**src/rtl/mips1_integer_execute_unit_macros.svh**
```systemverilog
// Assertion helpers for the execute unit.
`ifndef MIPS1_INTEGER_EXECUTE_UNIT_MACROS_SVH
`define MIPS1_INTEGER_EXECUTE_UNIT_MACROS_SVH
`ifndef SYNTHESIS
`define MIE_ASSERT_IMP(lbl, clk, rst, ante, cons) \
  lbl: assert property (@(posedge clk) disable iff (rst) (ante) |-> (cons)) \
    else $error("assertion failed");
`define MIE_ASSERT_NXT(lbl, clk, rst, ante, cons) \
  lbl: assert property (@(posedge clk) disable iff (rst) (ante) |=> (cons)) \
    else $error("assertion failed");
`else
`define MIE_ASSERT_IMP(lbl, clk, rst, ante, cons)
`define MIE_ASSERT_NXT(lbl, clk, rst, ante, cons)
`endif
`endif

```
**src/rtl/mie_pkg.sv**
```systemverilog
`default_nettype none
package mie_pkg;
  localparam int DMEM_AW    = 12;
  localparam int DMEM_WORDS = 1 << DMEM_AW;

  typedef enum logic [5:0] {
    F_LB = 6'd0, F_LBU = 6'd1, F_LH = 6'd2, F_LHU = 6'd3, F_LW = 6'd4, F_LL = 6'd5,
    F_LWL = 6'd6, F_LWR = 6'd7, F_SB = 6'd8, F_SH = 6'd9, F_SW = 6'd10, F_SC = 6'd11,
    F_SWL = 6'd12, F_SWR = 6'd13, F_ADDI = 6'd14, F_ADDIU = 6'd15, F_SLTI = 6'd16,
    F_SLTIU = 6'd17, F_ANDI = 6'd18, F_ORI = 6'd19, F_XORI = 6'd20, F_LUI = 6'd21,
    F_ADD = 6'd22, F_ADDU = 6'd23, F_SUB = 6'd24, F_SUBU = 6'd25, F_SLT = 6'd26,
    F_SLTU = 6'd27, F_AND = 6'd28, F_OR = 6'd29, F_XOR = 6'd30, F_NOR = 6'd31,
    F_NOP = 6'd32, F_SLL = 6'd33, F_SRL = 6'd34, F_SRA = 6'd35, F_SLLV = 6'd36,
    F_SRLV = 6'd37, F_SRAV = 6'd38, F_MULT = 6'd39, F_MULTU = 6'd40, F_DIV = 6'd41,
    F_DIVU = 6'd42, F_MFHI = 6'd43, F_MTHI = 6'd44, F_MFLO = 6'd45, F_MTLO = 6'd46,
    F_J = 6'd47, F_JAL = 6'd48, F_JR = 6'd49, F_JALR = 6'd50, F_BEQ = 6'd51,
    F_BNE = 6'd52, F_BLEZ = 6'd53, F_BGTZ = 6'd54, F_BLTZ = 6'd55, F_BGEZ = 6'd56,
    F_BLTZAL = 6'd57, F_BGEZAL = 6'd58, F_SYSCALL = 6'd59, F_BREAK = 6'd60
  } func_t;

  localparam logic [2:0] ST_OK      = 3'd0;
  localparam logic [2:0] ST_OVF     = 3'd1;
  localparam logic [2:0] ST_SYSCALL = 3'd2;
  localparam logic [2:0] ST_BREAK   = 3'd3;
  localparam logic [2:0] ST_HALTED  = 3'd4;

  typedef struct packed {
    logic        en;
    logic [4:0]  idx;
    logic [31:0] data;
  } rf_wr_t;

  typedef struct packed {
    logic [5:0]  func;
    logic [4:0]  dst_reg;
    logic [4:0]  shift_amount;
    logic [15:0] immediate;
    logic [25:0] jump_index;
  } item_t;
endpackage
`default_nettype wire

```
**src/rtl/mie_regfile.sv**
```systemverilog
`default_nettype none
module mie_regfile
  import mie_pkg::*;
(
  input  wire logic        clk,
  input  wire logic        rst,
  input  wire logic        rd_en,
  input  wire logic [4:0]  rd_addr_a,
  input  wire logic [4:0]  rd_addr_b,
  output logic      [31:0] rd_data_a,
  output logic      [31:0] rd_data_b,
  input  wire rf_wr_t      wr
);
  logic [31:0] mem [32];
  logic [31:0] written;
  logic [31:0] raw_a, raw_b;
  logic        ok_a, ok_b;

  always_ff @(posedge clk) begin
    if (wr.en) begin
      mem[wr.idx] <= wr.data;
    end
    if (rd_en) begin
      raw_a <= mem[rd_addr_a];
      raw_b <= mem[rd_addr_b];
    end
  end

  // Entries never written read as zero.
  always_ff @(posedge clk) begin
    if (rst) begin
      written <= '0;
      ok_a    <= 1'b0;
      ok_b    <= 1'b0;
    end else begin
      if (wr.en) begin
        written[wr.idx] <= 1'b1;
      end
      if (rd_en) begin
        ok_a <= written[rd_addr_a];
        ok_b <= written[rd_addr_b];
      end
    end
  end

  assign rd_data_a = ok_a ? raw_a : '0;
  assign rd_data_b = ok_b ? raw_b : '0;
endmodule
`default_nettype wire

```
**config.mk**
```make
export PLATFORM = sky130hd
export DESIGN_NAME = mie_regfile
export DESIGN_NICKNAME = d
export VERILOG_FILES = /design/src/rtl/mips1_integer_execute_unit_macros.svh /design/src/rtl/mie_pkg.sv /design/src/rtl/mie_regfile.sv
export SDC_FILE = /design/constraint.sdc
export NUM_CORES = 1
export LEC_CHECK = 0
export ABC_CLOCK_PERIOD_IN_PS = 5800
export BUFFER_PORTS_ARGS = -buffer_cell sky130_fd_sc_hd__buf_2
export CELL_PAD_IN_SITES_DETAIL_PLACEMENT = 0
export CELL_PAD_IN_SITES_GLOBAL_PLACEMENT = 2
export CORE_MARGIN = 2
export CORE_UTILIZATION = 40
export CTS_BUF_LIST = sky130_fd_sc_hd__clkbuf_8
export DETAILED_ROUTE_END_ITERATION = 10
export PLACE_DENSITY = 0.75
export SLEW_MARGIN = 0
export SYNTH_ARGS = -nofsm -noshare
export SYNTH_HDL_FRONTEND = slang
export SYNTH_SLANG_ARGS = --single-unit
```
**constraint.sdc**
```tcl
create_clock -name clk -period 5.8 [get_ports clk]
set_input_delay 0 -clock clk [delete_from_list [all_inputs] [get_ports clk]]
set_output_delay 0 -clock clk [all_outputs]
set_load 0.02 [all_outputs]
```
# Word level (Yosys, flattened, before mapping)
# Memory sizes are Yosys's and may differ from the RTL's. A register that Yosys moved wholly into a read port is not among the register bits.
# Index checks and enable logic that the tools add are counted.
dict set report classes {
  n_lt_le_gt_ge 4
  n_mux 10
  bitwise_logic 1
  n_reduce_logical 1
}
# operator n
set ops {}
lappend ops {{32-bit 2-to-1 mux} 2}
lappend ops {{32-bit bitwise OR} 1}
lappend ops {{5-bit by 6-bit < comparator with 1-bit output (second input constant)} 3}
lappend ops {{1-bit binary-select mux with 5-bit select} 2}
lappend ops {{1-bit demux with 5-bit select} 1}
lappend ops {{5-bit by 1-bit >= comparator with 1-bit output (second input constant)} 1}
lappend ops {{1-bit 2-to-1 mux} 5}
lappend ops {{1-bit logical AND} 1}
dict set report word_totals {
  register_bits 34
  mem_bits_rw 1024
  in_bits 51
  out_inout_bits 64
  word_cells 20
  n_memories 1
}
# name words word_bits read_ports rd_ports_with_merged_regs write_ports line_no
set mem_list {}
lappend mem_list {mem 32 32 2 2 1 mie_regfile.sv:14} ;# logic [31:0] mem [32];

# Depth between registers and ports, before layout
dict set report depth {
  word_depth 5
  depth_mapped 9
  ltp_nobuf 5
}

# Worst setup path after synthesis
# No wires, ideal clock.
dict set report synth_timing {
  kind {input port to flip-flop}
  from {in wr[32] (netlist name)}
  to {mem mem[12][0], enable pin}
  arrival_time_ns 2.043
  t_required_ns 5.377
  path_slack_ns 3.334
  path_stages 3
  cell_sequence {or3b_2 > clkbuf_1 > nor2_1}
}
# element line_no
set synth_rtl {}
lappend synth_rtl {{from (decl)} mie_regfile.sv:12} ;# input wire rf_wr_t wr
lappend synth_rtl {{to (decl)} mie_regfile.sv:14}
# No word-level cell before the write port.

# Final worst setup path
dict set report layout_timing {
  from {reg ok_b}
  to {out rd_data_b[31]}
}
dict set report layout_via {
  elab_chain_cells 1
}
# element line_no
set layout_rtl {}
lappend layout_rtl {{from (decl)} mie_regfile.sv:17} ;# logic ok_a, ok_b;
lappend layout_rtl {{from (signal assigned)} mie_regfile.sv:41} ;# ok_b <= written[rd_addr_b];
lappend layout_rtl {{32-bit 2-to-1 mux} mie_regfile.sv:47} ;# assign rd_data_b = ok_b ? raw_b : '0;
lappend layout_rtl {{to (decl)} mie_regfile.sv:11} ;# output logic [31:0] rd_data_b,
# Every way passes these cells.

==> flow_summary.ini <==
[place]
gpl.final_weighted_congestion = 0.753
placedCellCount = 3903
sum_of_net_half_perimeters_after_detailed_placement_um = 75600
portBuffers = 114

[synthesis]
synthDominantCellAreaShare = 0.644
synth.area.mux_share = 0.304
synthesis.area_mm2 = 0.0508
syn_area_per_cell_um2 = 22.6
area_contributors_post_synth = sky130_fd_sc_hd__edfxtp_1, sky130_fd_sc_hd__mux4_2, sky130_fd_sc_hd__mux2_2
synthAdderAreaFrac = 0
synth-xor-area-share = 0
synth_top_area_cell = sky130_fd_sc_hd__edfxtp_1
yosysWarnings = 0
post_synthesis_net_count = 2299
synthDistinctLibCells = 26
postSynthRegisterBits = 1122
synth_sequential_area_ratio = 0.657
yosys.area_share.simple = 0.0200
syn_inst = 2248
synth_top_family_by_area = multiplexers
compound_gate_fraction_of_synth_area = 0.00244

[clock_network]
tritoncts_buffer_count = 182
clock_transition_at_the_register_clock_pins_on_the_worst_setup_and_hold_paths_after_cts_ns = 0.07
numClockSinks = 1122
postCtsSetupBuffers = 0
cts_max_level = 4
cts_root_buffer_type = sky130_fd_sc_hd__clkbuf_8
cts_tree = built
worst_skew_pair.late_latency_ns = 0.89
max-clock-path-buffers = 3

[die]
floorplan.core_area_mm2 = 0.126
ios = 115
die_area_mm2 = 0.130
die_w_um = 360
floorplan.die.height_um = 360
initial_core_util = 0.404
row_count = 130

[critical_path]
critical_path_class = reg2out
critical_path.max_fanout = 17
cpPeakStageDelay_ns = 0.76
worst-endpoint-required_ns = 5.80
worst-r2r-cell-count = 3
setup.reg_to_reg.worst_slack_ns = 3.81
worst_ep_arrival_time_ns = 2.62
cp_cell_sequence = buf_4 -> and2_1 -> buf_2
setup.worst_path.start_class = register
worst_path_max_delay_cell = sky130_fd_sc_hd__dfxtp_2
critical_path.endpoint_type = output port

[drt]
route.final.wire_length_um = 145000
wire_length_on_met2_um = 70200
routed.top_layer = met5
met1Wirelength_um = 57700
met3WireLength_um = 11400
detail_route.drc_violations = 0
overall_via_count_from_detail_route = 26680
antenna_violating_nets_post_route = 0
dr.pass1.iters = 5
drt_iter0_markers = 3154
post_drt_wl_per_cell_um = 33.8
drt-vias-per-instance = 6.23

[sta]
achievable-frequency_mhz = 381
rsz0062_at_grt = false
final_max_slew_viol_count = 0
final-hold-violation-count = 0
timing.hold.ws_ns = 0.103
report.final.setup_viol = 0
worst_slew_pin_slew_ns = 1.35
fin_tns_setup_ns = 0
share_of_the_clock_period_used_by_the_worst_path = 0.452
fin_skew_ns = 0.0426
min_period_ns = 2.62
worst_slew_margin_rel = 0.100

[cells_and_area]
mostFrequentLayoutCells = sky130_fd_sc_hd__edfxtp_1, sky130_fd_sc_hd__mux4_2, sky130_fd_sc_hd__clkbuf_8, sky130_fd_sc_hd__buf_2, sky130_fd_sc_hd__nor2_1
area_growth_pct = 12.9
final_cell_count_no_fill = 4283
sequential_cell_area_in_the_final_layout_mm2 = 0.0334
fillers = 10411
finish.net_count = 2530
multi_input_gate_area_in_the_final_layout_mm2 = 0.0168
fraction_of_final_layout_cells_sized_beyond_drive_strength_1 = 0.435
leading_cell_type_in_the_layout_fill_and_taps_excluded = sky130_fd_sc_hd__edfxtp_1

[global_routing]
grt_pass1_wl_um = 207000
grt_pass1_vias = 28357
grt-ovfl-total = 0
largest_net_degree_at_the_start_of_global_routing = 112
grt_util_all_layers = 0.225
antenna_violations_before_repair = 5

[power_and_ir_drop]
leakage_nw = 18.1
total_power_mw = 17.2
p_per_area_mw_per_mm2 = 301
highest_ir_drop_seen_on_vdd_mv = 0.215

[min_path]
hold_path_depth = 3
hold_class = in2reg

[outcome]
status = completed

[run]
drv_cap = 0
[cell type report]
type / instances / area share
multi-input cells: 960 / 0.294
clock buffers: 186 / 0.0447
diodes: 3 / 0.000131
well taps: 1650 / 0.0360
clock inverters: 149 / 0.0161
repair buffers: 213 / 0.0275
flip-flops and latches: 1122 / 0.582
[kinds of logic after synthesis]
logic type / count (synthesis)
mux: 736
simple gates: 206
flops: 1122
buf+inv: 166
compound gates: 18
[synthesized netlist by cell type]
cell type and count:
sky130_fd_sc_hd__a211oi_1 2, sky130_fd_sc_hd__a21oi_1 6, sky130_fd_sc_hd__a22o_1 1, sky130_fd_sc_hd__a22oi_1 7, sky130_fd_sc_hd__a311oi_1 2, sky130_fd_sc_hd__and2_1 66
sky130_fd_sc_hd__and3_1 2, sky130_fd_sc_hd__buf_1 29, sky130_fd_sc_hd__buf_2 52, sky130_fd_sc_hd__buf_4 1, sky130_fd_sc_hd__buf_6 16, sky130_fd_sc_hd__clkbuf_1 68
sky130_fd_sc_hd__dfxtp_1 34, sky130_fd_sc_hd__edfxtp_1 1088, sky130_fd_sc_hd__mux2_2 64, sky130_fd_sc_hd__mux2i_1 32, sky130_fd_sc_hd__mux4_2 640, sky130_fd_sc_hd__nand2_1 11
sky130_fd_sc_hd__nand2b_1 3, sky130_fd_sc_hd__nand3_1 9, sky130_fd_sc_hd__nand3b_1 5, sky130_fd_sc_hd__nand4b_1 1, sky130_fd_sc_hd__nor2_1 101, sky130_fd_sc_hd__nor2b_1 4
sky130_fd_sc_hd__or3_1 1, sky130_fd_sc_hd__or3b_2 3
[where the power goes]
group | internal, mW | total (mW) | switching [mW]
sequential | 9.05 | 9.12 | 0.0705
clock | 3.48 | 6.71 | 3.24
combinational | 0.657 | 1.40 | 0.740
total | 13.2 | 17.2 | 4.05
[worst max-delay path, delay by kind of cell, from the launching register on]
kind / cells / cell delay [ns]
flops: 1 / 0.76
buf+inv: 2 / 0.69
simple gates: 1 / 0.30
[registers in the layout (all words and copies together) (netlist names)]
register  flops
raw_b        32
written      32
mem        1024
raw_a        32
ok_b          1
ok_a          1
[stage by stage]
step                 util  worst slack [ns]  instance area (um2)
global route        0.456              3.04                57300
floorplan               -              3.33                50800
global placement    0.425              2.74                53400
CTS                 0.456              3.00                57300
detailed placement  0.425              2.72                53400
finish              0.456              3.18                57300
[per-layer routing]
metal  vias up  GRT usage
met3       289     0.0403
met2      1409      0.356
met4         2     0.0891
met1     14573      0.311
met5         -          0
li1      10407          -
[final timing paths]
| kind | from | end |
|---|---|---|
| worst max-delay path | ok_b | rd_data_b[31] |
| worst min-delay path | rd_addr_a[4] | raw_a[4] |
| worst max register to register | mem[30][10] | raw_b[10] |
| worst min register to register | written[19] | written[19] |
[timing repair]
| action | in CTS | in global routing |
|---|---|---|
| resized for setup | 0 | 0 |
| hold endpoints to repair | 1273 | 0 |
| hold buffers | 42 | 0 |
Note: power is estimated with default switching activity, not from simulation.
