===== config.mk =====
export PLATFORM = sky130hd
export DESIGN_NAME = mie_divider
export DESIGN_NICKNAME = d
export VERILOG_FILES = /design/src/rtl/mips1_integer_execute_unit_macros.svh /design/src/rtl/mie_pkg.sv /design/src/rtl/mie_divider.sv
export SDC_FILE = /design/constraint.sdc
export NUM_CORES = 1
export LEC_CHECK = 0
export BUFFER_PORTS_ARGS = -buffer_cell sky130_fd_sc_hd__buf_2
export CORE_ASPECT_RATIO = 0.7
export CORE_UTILIZATION = 40
export DETAILED_ROUTE_END_ITERATION = 7
export GPL_TIMING_DRIVEN = 1
export PLACE_DENSITY = 0.67
export SLEW_MARGIN = 20
export SYNTH_ARGS = -nofsm -noshare
export SYNTH_HDL_FRONTEND = slang
export SYNTH_SLANG_ARGS = --single-unit

===== constraint.sdc =====
create_clock -name clk -period 9.4 [get_ports clk]
set_clock_uncertainty 0.15 [all_clocks]
set_input_delay 1.88 -clock clk [delete_from_list [all_inputs] [get_ports clk]]
set_output_delay 1.88 -clock clk [all_outputs]
set_load 0.005 [all_outputs]

===== src/rtl/mips1_integer_execute_unit_macros.svh =====
// Assertion helpers for the execute unit.
`ifndef MIPS1_INTEGER_EXECUTE_UNIT_MACROS_SVH
`define MIPS1_INTEGER_EXECUTE_UNIT_MACROS_SVH
`ifndef SYNTHESIS
`define MIE_ASSERT_IMP(lbl, clk, rst, ante, cons) \
  lbl: assert property (@(posedge clk) disable iff (rst) (ante) |-> (cons)) \
    else $error("assertion failed");
`define MIE_ASSERT_NXT(lbl, clk, rst, ante, cons) \
  lbl: assert property (@(posedge clk) disable iff (rst) (ante) |=> (cons)) \
    else $error("assertion failed");
`else
`define MIE_ASSERT_IMP(lbl, clk, rst, ante, cons)
`define MIE_ASSERT_NXT(lbl, clk, rst, ante, cons)
`endif
`endif


===== src/rtl/mie_pkg.sv =====
`default_nettype none
package mie_pkg;
  localparam int DMEM_AW    = 12;
  localparam int DMEM_WORDS = 1 << DMEM_AW;

  typedef enum logic [5:0] {
    F_LB = 6'd0, F_LBU = 6'd1, F_LH = 6'd2, F_LHU = 6'd3, F_LW = 6'd4, F_LL = 6'd5,
    F_LWL = 6'd6, F_LWR = 6'd7, F_SB = 6'd8, F_SH = 6'd9, F_SW = 6'd10, F_SC = 6'd11,
    F_SWL = 6'd12, F_SWR = 6'd13, F_ADDI = 6'd14, F_ADDIU = 6'd15, F_SLTI = 6'd16,
    F_SLTIU = 6'd17, F_ANDI = 6'd18, F_ORI = 6'd19, F_XORI = 6'd20, F_LUI = 6'd21,
    F_ADD = 6'd22, F_ADDU = 6'd23, F_SUB = 6'd24, F_SUBU = 6'd25, F_SLT = 6'd26,
    F_SLTU = 6'd27, F_AND = 6'd28, F_OR = 6'd29, F_XOR = 6'd30, F_NOR = 6'd31,
    F_NOP = 6'd32, F_SLL = 6'd33, F_SRL = 6'd34, F_SRA = 6'd35, F_SLLV = 6'd36,
    F_SRLV = 6'd37, F_SRAV = 6'd38, F_MULT = 6'd39, F_MULTU = 6'd40, F_DIV = 6'd41,
    F_DIVU = 6'd42, F_MFHI = 6'd43, F_MTHI = 6'd44, F_MFLO = 6'd45, F_MTLO = 6'd46,
    F_J = 6'd47, F_JAL = 6'd48, F_JR = 6'd49, F_JALR = 6'd50, F_BEQ = 6'd51,
    F_BNE = 6'd52, F_BLEZ = 6'd53, F_BGTZ = 6'd54, F_BLTZ = 6'd55, F_BGEZ = 6'd56,
    F_BLTZAL = 6'd57, F_BGEZAL = 6'd58, F_SYSCALL = 6'd59, F_BREAK = 6'd60
  } func_t;

  localparam logic [2:0] ST_OK      = 3'd0;
  localparam logic [2:0] ST_OVF     = 3'd1;
  localparam logic [2:0] ST_SYSCALL = 3'd2;
  localparam logic [2:0] ST_BREAK   = 3'd3;
  localparam logic [2:0] ST_HALTED  = 3'd4;

  typedef struct packed {
    logic        en;
    logic [4:0]  idx;
    logic [31:0] data;
  } rf_wr_t;

  typedef struct packed {
    logic [5:0]  func;
    logic [4:0]  dst_reg;
    logic [4:0]  shift_amount;
    logic [15:0] immediate;
    logic [25:0] jump_index;
  } item_t;
endpackage
`default_nettype wire


===== src/rtl/mie_divider.sv =====
`default_nettype none
module mie_divider
  import mie_pkg::*;
(
  input  wire logic        clk,
  input  wire logic        rst,
  input  wire logic        start,
  input  wire logic        is_signed,
  input  wire logic [31:0] dividend,
  input  wire logic [31:0] divisor,
  output logic             done,
  output logic      [31:0] quotient,
  output logic      [31:0] remainder
);
  logic        busy;
  logic [4:0]  count;
  logic [31:0] rem, quo, mb, a_keep;
  logic        neg_q, neg_r, by_zero;
  logic [32:0] trial;

  // One quotient bit per cycle, restoring.
  assign trial = {rem, quo[31]} - {1'b0, mb};

  always_ff @(posedge clk) begin
    if (rst) begin
      busy  <= 1'b0;
      done  <= 1'b0;
      count <= '0;
    end else begin
      done <= 1'b0;
      if (start) begin
        busy  <= 1'b1;
        count <= '0;
      end else if (busy) begin
        count <= count + 5'd1;
        if (count == '1) begin
          busy <= 1'b0;
          done <= 1'b1;
        end
      end
    end
  end

  always_ff @(posedge clk) begin
    if (start) begin
      neg_q   <= is_signed & (dividend[31] ^ divisor[31]);
      neg_r   <= is_signed & dividend[31];
      by_zero <= (divisor == '0);
      a_keep  <= dividend;
      quo     <= (is_signed && dividend[31]) ? (32'd0 - dividend) : dividend;
      mb      <= (is_signed && divisor[31]) ? (32'd0 - divisor) : divisor;
      rem     <= '0;
    end else if (busy) begin
      if (!trial[32]) begin
        rem <= trial[31:0];
        quo <= {quo[30:0], 1'b1};
      end else begin
        rem <= {rem[30:0], quo[31]};
        quo <= {quo[30:0], 1'b0};
      end
    end
  end

  assign quotient  = by_zero ? '1 : (neg_q ? (32'd0 - quo) : quo);
  assign remainder = by_zero ? a_keep : (neg_r ? (32'd0 - rem) : rem);
endmodule
`default_nettype wire


# Word-level counts from Yosys, hierarchy flattened
# Index checks and enable logic that the tools add are counted.
[word_totals]
register_bits = 138
inputBits = 68
output_inout_bits = 65
wordCells = 41
[op_classes]
n_addsub = 6
n_eq_ne = 1
n_mux = 14
n_bitwise = 4
n_reduce_logical = 6
[ops]
columns = ["cell", "count"]
rows = [
  ["$mux W32", 9],
  ["$sub A1 B32 Y32 const A", 4],
  ["$sub A33 B32 Y33", 1],
  ["$logic_not A32 Y1", 1],
  ["$add A5 B1 Y5 const B", 1],
  ["$eq A5 B5 Y1 const B", 1],
  ["$mux W1", 5],
  ["$reduce_or A3 Y1", 1],
  ["$and A1 B1 Y1", 2],
  ["$logic_and A1 B1 Y1", 2],
  ["$reduce_bool A2 Y1", 1],
  ["$reduce_or A2 Y1", 1],
  ["$not A1 Y1", 1],
  ["$xor A1 B1 Y1", 1],
]

# Depth between registers and ports, before layout
# Gate-level depths: netlist (run 1).
[logic_depth]
word_depth = 4
depth_mapped = 13
ltp_nobuf = 12

# Worst setup path before layout (run 1)
# No wires, ideal clock.
[synth_path]
path_type = "register -> output"
start = "register quo[9]"
end = "output port quotient[29]"
arrival_ns = 2.743
t_required_ns = 7.370
setup_slack_ns = 4.627
path_stages_with_launch = 10
path_buffers = 0
cell_sequence = "edfxtp_1 > nor4_1 > nand2_1 > or3_4 > or3_1 > or3_1 > or4_4 > o41ai_2 > xor2_1 > nand2_1"
[synth_via]
elab_chain_len = 3
[synth_lines]
columns = ["element", "line", "source"]
rows = [
  ["start, declared", "mie_divider.sv:17", "logic [31:0] rem, quo, mb, a_keep;"],
  ["start signal, assigned", "mie_divider.sv:50", "quo <= (is_signed && dividend[31]) ? (32'd0 - dividend) : dividend;"],
  ["start signal, assigned", "mie_divider.sv:56", "quo <= {quo[30:0], 1'b1};"],
  ["start signal, assigned", "mie_divider.sv:59", "quo <= {quo[30:0], 1'b0};"],
  ["$sub A1 B32 Y32", "mie_divider.sv:64", "assign quotient = by_zero ? '1 : (neg_q ? (32'd0 - quo) : quo);"],
  ["$mux W32 (2 in series)", "mie_divider.sv:64", ""],
  ["end, declared", "mie_divider.sv:12", "output logic [31:0] quotient,"],
]
# No other way between the ends.

# Worst setup path in the final report (run 1)
[layout_path]
start = "register quo[9]"
end = "output port quotient[31]"
# Same word-level chain as after synthesis.

==> impl_results.md, run 1 <==
- Outcome: completed
- Hold_buf cts: 0
- Number of library cell types mapped by synthesis: between 60 and 70
- Die H: 133.2 µm
- RSZ-0062 raised after global routing: false
- Max_cap viols: 0
- Clock Root Buffer: clkbuf_16
- Number of DRC markers in iteration 0: 722
- Crit end category: output pin
- Endpoints failing hold: 0
- Port buffer count: 132
- Initial antenna violation count: 1
- # Post-CTS Setup Buffers: 0
- Yosys Warn Count: 0
- Via density: 5.500
- Routed WL: 25.91 mm
- First-pass DRT Iterations: 8
- Post-synth EDFFs: 99
- Area grow syn2layout: 15.74%
- Slew Viols, Final: 0
- Worst-case reg-to-reg path depth: 13
- Initial Util: 0.4121
- Main synth FF type: edfxtp_1
- Fillcell total: 2299
- Vias in the first global route: 8034
- Ys async rst share: 0
- Sequential Area: 0.003754 mm²
- Post-DRT Antenna Nets: 0
- Hold/Removal Path Class: reg2reg
- Slew @ Worst Pin: 1101 ps
- Synth Net Count: 1251
- Row cnt: 47
- CTS tree: yes
- Core area: about 0.024 mm²
- Sequential element share of the synthesized area: 0.3815
- Final HPWL DP: 19.35 mm
- Layout cell share with drive strength beyond 1: 0.1496
- Post-cts resize count: 0
- Area leader, netlist: edfxtp_1
- Clock Pin Slew Worst Setup and Hold Paths: 60 ps
- Layout Nets: approximately 1400
- Wirelength per Cell: 16.38 µm
- Skew-Pair Late Insertion Delay: 430 ps
- Worst hold path stage count: 2
- Leak: ~4.6 nW
- Width of the chip: 189.4 µm
- Number of I/O pins: 133
- Leading cell type in the layout, fill and taps excluded: nand2_1
- Synth top area share: 0.3022
- Grt ovf: 0
- Total number of vias: 8701
- Inst Count DP: ~1500
- Crit path max fanout: 5
- Final setup fails: 0
- Post-Syn Area: 0.009838 mm²
- Worst Setup SP: quo[9]
- Reg2Reg Launch Point: quo[31]
- Worst EP required: 7370 ps
- Total track usage: 0.2056
- Slew HR: 0.2657
- Area taken by multi-input logic gates: 0.005657 mm²
- Clk sinks: roughly 140
- Cts bufs inserted: 17
- Seq cells post-synth: 138
- GPL Wtd Cong: 0.9050
- Pwr/cell area: between 150 and 200 mW/mm²
- VDD IR max: 0.0001391 V
- Drt drc: 0
- Crit path DAT: approximately 3700 ps
- Pin count of the biggest net entering global routing: 90
- Most frequent cells in the layout: nand2_1, buf_2, nor2_1
- Finished Layout Cells: 1582
- Setup TNS: 0 ps
- First-pass GRT wire length: 41.50 mm
- Critical path class: reg2out
- Final Critical Period: 5723 ps
- Hold Startpoint: count[3]
- Full die area: between 0.02 and 0.03 mm²
- Period utilization: 0.6088
- Max Freq: roughly 170 MHz
- Clk buf depth: 2
- Syn avg cell area: 8.600 µm²
- Gate Count Post-Synth: roughly 1100
- H-tree depth: 4
- Synth top area cells: edfxtp_1, xor2_1, dfxtp_1, nand2_1, a21oi_1
- Worst setup SP type: flip-flop
## registers in the layout (all words and copies together), names as in the netlist, 5 cells and up
| signal | count |
|---|---|
| mb | 32 |
| count | 5 |
| a_keep | 32 |
| quo | 32 |
| rem | 32 |
## cells in the mapped netlist (13+ instances only)
cell and instances:
mux2i_1 16, a21oi_1 97, ha_1 38, o21ai_0 88
xor2_1 96, a31oi_1 13, edfxtp_1 99, dfxtp_1 39
or4_1 13, nor4_1 14, nor3_1 25, a211oi_1 18
inv_1 58, nand2_1 142, clkbuf_1 46, xnor2_1 48
nor2_1 113, o31ai_1 24
## per-stage QoR
step	hold slack (ps)	cell area (µm²)	setup WS, ps	utilization	power, mW
final	351.0	11390	3677	0.4769	2.002
after CTS	355.8	11370	3668	0.4762	2.007
after detailed placement	338.9	10750	4132	0.4502	1.310
after global routing	382.6	11380	3441	0.4768	2.109
after global placement	329.2	10750	4201	0.4502	1.303
after floorplan	317.3	9838	4627	-	1.140
## path summary, 6_finish.rpt
check,to,slack [ps]
setup / recovery,quotient[31],3680
hold / removal,count[3],350
setup reg to reg,rem[9],4740
hold reg to reg,count[3],350
## cells by family after synthesis
| group | count (synthesis) | synth area share |
|---|---|---|
| AO/OA/AOI/OAI | 310 | 0.1964 |
| XOR/XNOR | 145 | 0.1298 |
| adder cells (fa/ha/maj) | 39 | 0.05036 |
| buffers and inverters | 112 | 0.04349 |
| flip-flops | 138 | 0.3815 |
| multiplexers | 17 | 0.01742 |
| AND/OR/NAND/NOR | 383 | 0.1810 |
## power by group
part | leakage [nW] | internal, mW | switching [mW]
sequential | 1.29 | 0.719 | 0.0588
combinational | 3.03 | 0.217 | 0.311
clock | 0.306 | 0.427 | 0.269
total | 4.63 | 1.36 | 0.639
## critical path, stage by stage, from the launching register on
cell and delay [ps]:
edfxtp_1 440, nor4_1 390, nand2_1 150, or3_4 390, or3_1 360, or3_1 390
or4_4 470, o31ai_1 300, xnor2_1 160, nand2_1 60, buf_2 170
## area by class of cell
type                    count  area share
diodes                      1   0.0002198
clock buffers              26     0.05065
clock inverters             6    0.003846
inverters                  58     0.01912
multi-input cells         894      0.4968
flip-flops and latches    138      0.3296
well taps                 318     0.03494
repair buffers            141     0.06483
## routing by layer
layer  track usage  up-vias  wire length, µm
li1              -     4332                -
met1        0.3022     4099            12830
met2        0.3132      250            11430
met3       0.03688       20             1396
met4       0.04346        0              248
met5             0        -                0
No activity file was read; power rests on OpenSTA's default activity.
==> inputs of run 2 (changes only) <==
==> constraint.sdc (replaced) <==
create_clock -name clk -period 5.8 [get_ports clk]
set_clock_uncertainty 0.15 [all_clocks]
set_input_delay 1.16 -clock clk [delete_from_list [all_inputs] [get_ports clk]]
set_output_delay 1.16 -clock clk [all_outputs]
set_load 0.005 [all_outputs]
==> run 2 against run 1 <==
Against the previous run:
- core utilization is 0.17 points lower
- sequential cell count stayed put
- clock power is 57% higher
- register-to-register slack worse by 3500 ps
- die area stayed put
- clock-buffer cell count is 2 lower
- non-clock buffer count is 1 higher
- final area is 0.35% lower
- critical endpoint unchanged
- largest power group unchanged
==> impl_results.md, run 2 (synthesis results as in run 1) <==
- Outcome: completed
- Critical path class: reg2out
- Finished Layout Cells: 1582 (unchanged)
- Slew @ Worst Pin: 1064 ps (-37.33 ps)
- Cts bufs inserted: 17 (unchanged)
- Number of I/O pins: 133 (unchanged)
- Clock Pin Slew Worst Setup and Hold Paths: 60 ps (about the same)
- GPL Wtd Cong: 0.8616 (-4.8%)
- Hold/Removal Path Class: reg2reg
- Port buffer count: 132 (unchanged)
- Skew-Pair Late Insertion Delay: 430 ps (about the same)
- Worst EP required: 4490 ps (-2880 ps)
- Clock Root Buffer: clkbuf_16
- Max Freq: 196.0 MHz
- Via density: 5.494 (-0.10%)
- Die H: 133.2 µm (unchanged)
- Clk buf depth: 2 (unchanged)
- Pwr/cell area: 282.4 mW/mm² (+61%)
- DP Worst Slack: 1187 ps (-2945 ps)
- Endpoints failing hold: 0 (unchanged)
- Worst Setup SP: quo[9]
- Pin count of the biggest net entering global routing: 77 (-14%)
- # Post-CTS Setup Buffers: 0 (unchanged)
- Core area: 0.02388 mm² (unchanged)
- Number of DRC markers in iteration 0: 618 (-14%)
- First-pass DRT Iterations: 5 (-3)
- Clk sinks: 138 (unchanged)
- Layout Nets: 1358 (+0.074%)
- Area grow syn2layout: 15.34%
- Routed WL: 26.01 mm (+0.39%)
- Initial antenna violation count: 0 (-1)
- RSZ-0062 raised after global routing: false
- Slew HR: 0.2906 (+0.02489)
- Grt ovf: 0 (unchanged)
- Leading cell type in the layout, fill and taps excluded: nand2_1
- Post-DRT Antenna Nets: 0 (unchanged)
- Fillcell total: 2376 (+3.3%)
- Diode count: 0 (-1)
- Worst-case reg-to-reg path depth: 13 (unchanged)
- CTS tree: yes
- Reg2Reg Launch Point: quo[31]
- Initial Util: 0.4121 (unchanged)
- Crit path max fanout: 5 (unchanged)
- Width of the chip: 189.4 µm (unchanged)
- Total track usage: 0.2083 (+0.002624)
- Most frequent cells in the layout: nand2_1, buf_2, nor2_1
- Design area: 0.01135 mm² (-0.35%)
- Drt drc: 0 (unchanged)
- VDD IR max: 0.0002085 V (+50%)
- Final HPWL DP: 19.76 mm (+2.2%)
- Inst Count DP: 1549 (+0.065%)
- Worst setup SP type: flip-flop
- Total number of vias: 8692 (-0.10%)
- First-pass GRT wire length: 41.97 mm (+1.1%)
- Period utilization: 0.8796
- Vias in the first global route: 8050 (+0.20%)
- Leak: 4.610 nW (-0.38%)
- Post-DP Area: 0.01076 mm² (about the same)
- Slew Viols, Final: 0 (unchanged)
- Setup crit end: quotient[31]
- Max_cap viols: 0 (unchanged)
- Layout cell share with drive strength beyond 1: 0.1495 (about the same)
- Setup TNS: 0 ps (unchanged)
- Hold_buf cts: 0 (unchanged)
- H-tree depth: 4 (unchanged)
- Crit path DAT: 3790 ps (+100 ps)
- Post-cts resize count: 0 (unchanged)
- Final core occ: 0.4753 (-0.001677)
- R2r setup slk: 1230 ps (-3510 ps)
- Final setup fails: 0 (unchanged)
- Final setup margin: 698.5 ps (-2979 ps)
- Reg2reg end: rem[1]
- Wirelength per Cell: 16.44 µm (+0.39%)
- Crit end category: output pin
- Final Critical Period: 5102 ps
- Row cnt: 47 (unchanged)
- Full die area: 0.02524 mm² (unchanged)
## run 2: cell count changes in the layout (fill, tap and decap cells not counted)
cell,before,now
inv_2,0,1
buf_4,9,10
inv_6,2,0
inv_4,0,1
inv_1,58,57
clkbuf_2,1,0
clkbuf_8,1,3
clkbuf_16,22,17
clkinv_4,1,0
bufinv_16,0,2
clkbuf_1,2,4
diode_2,1,0
clkinv_2,2,4
## run 2: how the worst min path moves through the flow
stage               startpoint       end  slack (ps)  cells after the start
finish                count[4]  count[4]         360                      2
global route          count[4]  count[4]         420                      2
CTS                   count[4]  count[4]         370                      2
detailed placement    count[4]  count[4]         350                      2
global placement      count[4]  count[4]         330                      2
floorplan             count[4]  count[4]         320                      2
## run 2: layer usage
metal,track usage,share of wire,up-vias
met1,0.3071,0.50,4104
met5,0,0,-
met3,0.04031,0.054,26
met2,0.3116,0.43,230
li1,-,-,4332
met4,0.04884,0.010,0
## run 2: metrics by stage
stage          total power, mW  hold WS [ps]
2_1_floorplan            1.848         317.3
3_3_place_gp             2.116         329.1
3_5_place_dp             2.128         354.2
4_1_cts                  3.217         368.6
5_1_grt                  3.373         422.0
6_report                 3.204         363.5
## run 2: final cells by class
| type | count | area, µm² | share of cell area |
|---|---|---|---|
| multi-input combinational | 894 | 5657 | 0.4985 |
| sequential | 138 | 3754 | 0.3308 |
| timing repair buffer | 142 | 745.7 | 0.06572 |
| clock buffer | 24 | 481.7 | 0.04245 |
| tap | 318 | 397.9 | 0.03506 |
| inverter | 58 | 217.7 | 0.01919 |
| clock inverter | 8 | 93.84 | 0.008270 |
## run 2: critical path, cell delays in order (launching register included)
cell	delay (ps)
edfxtp_1	440
nor4_1	490
nand2_1	150
or3_4	390
or3_1	360
or3_1	390
or4_4	460
o31ai_1	280
xnor2_1	160
nand2_1	60
buf_2	170
## run 2: power by group
part	switching [mW]	total (mW)	leakage (nW)	internal (mW)
Clock	0.421	1.09	0.284	0.665
Combinational	0.505	0.856	3.04	0.352
Sequential	0.0975	1.26	1.29	1.16
Total	1.02	3.20	4.61	2.18
==> inputs of run 3 (changes only) <==
--- a/config.mk
+++ b/config.mk
@@ -6,11 +6,14 @@
 export NUM_CORES = 1
 export LEC_CHECK = 0
 export BUFFER_PORTS_ARGS = -buffer_cell sky130_fd_sc_hd__buf_2
+export CELL_PAD_IN_SITES_DETAIL_PLACEMENT = 0
+export CELL_PAD_IN_SITES_GLOBAL_PLACEMENT = 1
 export CORE_ASPECT_RATIO = 0.7
+export CORE_MARGIN = 1.5
 export CORE_UTILIZATION = 40
 export DETAILED_ROUTE_END_ITERATION = 7
 export GPL_TIMING_DRIVEN = 1
-export PLACE_DENSITY = 0.67
+export PLACE_DENSITY = 0.82
 export SLEW_MARGIN = 20
 export SYNTH_ARGS = -nofsm -noshare
 export SYNTH_HDL_FRONTEND = slang
==> run 3 against run 2 <==
Against the previous run:
- non-clock buffer count did not move
- via count up 0.90%
- combinational power about the same
- sequential cell count did not move
- global-route usage decreased by 0.28 points
==> impl_results.md, run 3 (synthesis results as in run 1) <==
- Worst hold path stage count: 2 (unchanged)
- Row cnt: 47 (unchanged)
- Crit path max fanout: 5 (unchanged)
- H-tree depth: 4 (unchanged)
- Setup TNS: 0 ps (unchanged)
- Layout Nets: 1358 (unchanged)
- Core area: 0.02388 mm² (unchanged)
- Leading cell type in the layout, fill and taps excluded: nand2_1
- Crit path DAT: 3730 ps (-60 ps)
- Endpoints failing hold: 0 (unchanged)
- VDD IR max: 0.0002287 V (+9.6%)
- Clk sinks: 138 (unchanged)
- First-pass DRT Iterations: 5 (unchanged)
- Post-DRT Antenna Nets: 0 (unchanged)
- Period utilization: 0.8692 (-0.01034)
- Final setup fails: 0 (unchanged)
- First-pass GRT wire length: 41.68 mm (-0.67%)
- Worst-case reg-to-reg path depth: 13 (unchanged)
- Most frequent cells in the layout: nand2_1, buf_2, nor2_1
- RSZ-0062 raised after global routing: false
- Crit end category: output pin
- Total track usage: 0.2055 (-0.002795)
- Cts bufs inserted: 17 (unchanged)
- Slew @ Worst Pin: 1038 ps (-26.06 ps)
- Total number of vias: 8770 (+0.90%)
- Number of DRC markers in iteration 0: 643 (+4.0%)
- Outcome: completed
- Vias in the first global route: 7916 (-1.7%)
- Via density: 5.544 (+0.90%)
- DP Worst Slack: 1232 ps (+45.81 ps)
- Drt drc: 0 (unchanged)
- Worst EP required: 4490 ps (about the same)
- Wirelength per Cell: 16.64 µm (+1.2%)
- Clk buf depth: 2 (unchanged)
- Worst setup SP type: flip-flop
- CTS tree: yes
- Port buffer count: 132 (unchanged)
- Pwr/cell area: 286.2 mW/mm² (+1.3%)
- Layout cell share with drive strength beyond 1: 0.1495 (unchanged)
- Number of I/O pins: 133 (unchanged)
- Skew-Pair Late Insertion Delay: 430 ps (about the same)
- Hold/Removal Path Class: reg2reg
- Final setup margin: 758.4 ps (+59.98 ps)
- Initial antenna violation count: 1 (+1)
- Leak: 4.620 nW (+0.23%)
- Grt ovf: 0 (unchanged)
- Hold_buf cts: 0 (unchanged)
- Fillcell total: 2403 (+1.1%)
- Routed WL: 26.32 mm (+1.2%)
- Final core occ: 0.4767 (+0.001415)
- Max Freq: 198.4 MHz (+1.2%)
- Diode count: 0 (unchanged)
- Clock Pin Slew Worst Setup and Hold Paths: 60 ps (about the same)
- Initial Util: 0.4121 (unchanged)
- Max_cap viols: 0 (unchanged)
- Critical path class: reg2out
- # Post-CTS Setup Buffers: 0 (unchanged)
- Final HPWL DP: 19.83 mm (+0.34%)
- Post-cts resize count: 0 (unchanged)
- GPL Wtd Cong: 0.8650 (+0.39%)
- Pin count of the biggest net entering global routing: 77 (unchanged)
- Final Critical Period: 5042 ps (-59.98 ps)
- Width of the chip: 190.4 µm (+0.53%)
- Die H: 134.2 µm (+0.75%)
- Full die area: 0.02556 mm² (+1.3%)
- Slew HR: 0.3080 (+0.01737)
- Slew Viols, Final: 0 (unchanged)
- Area grow syn2layout: 15.68%
- Clock Root Buffer: clkbuf_16
## run 3: changes by cell type in the layout (fill, tap and decap cells not counted), sizes merged
cell and delta:
bufinv +2, clkbuf -5, clkinv +3, clkinvlp +1, inv -1
## run 3: cell type report
cell class | count | area (µm²) | share of cell area
multi-input cells | 894 | 5657 | 0.4970
flip-flops and latches | 138 | 3754 | 0.3298
repair buffers | 142 | 745.7 | 0.06552
clock buffers | 19 | 432.9 | 0.03804
well taps | 318 | 397.9 | 0.03496
inverters | 58 | 217.7 | 0.01913
clock inverters | 13 | 176.4 | 0.01550
## run 3: power breakdown
part	internal [mW]	switching, mW	leakage (nW)	total (mW)
combinational	0.352	0.506	3.04	0.858
sequential	1.16	0.0955	1.29	1.26
clock	0.715	0.424	0.294	1.14
total	2.23	1.03	4.62	3.26
## run 3: metal layers
layer | vias to the layer above | global-route usage | wire length (µm)
li1 | 4337 | - | -
met2 | 224 | 0.3089 | 11520
met4 | 2 | 0.03587 | 176
met1 | 4191 | 0.3046 | 13060
met5 | - | 0 | 13
met3 | 16 | 0.04317 | 1559
## run 3: worst max-delay path, cell delays in order (launching register included)
cell and delay, ps:
edfxtp_1 450, nor4_1 410, nand2_1 150, or3_4 390, or3_1 370, or3_1 400
or4_4 460, o31ai_1 270, xnor2_1 170, nand2_1 70, buf_2 170
## run 3: worst paths after layout
| kind | start | to | slack, ps |
|---|---|---|---|
| setup / recovery | quo[8] | quotient[31] | 760 |
| hold / removal | count[3] | count[3] | 360 |
| setup reg to reg | quo[31] | rem[28] | 1210 |
| hold reg to reg | count[3] | count[3] | 360 |
## run 3: through the flow
| stage | std cells | instance area, µm² | hold slack (ps) | power (mW) |
|---|---|---|---|---|
| CTS | 1581 | 11370 | 362.8 | 3.275 |
| floorplan | 1144 | 9838 | 317.3 | 1.848 |
| finish | 1582 | 11380 | 361.4 | 3.257 |
| detailed placement | 1549 | 10760 | 344.6 | 2.128 |
| global route | 1582 | 11380 | 384.6 | 3.444 |
| global placement | 1549 | 10760 | 330.1 | 2.121 |
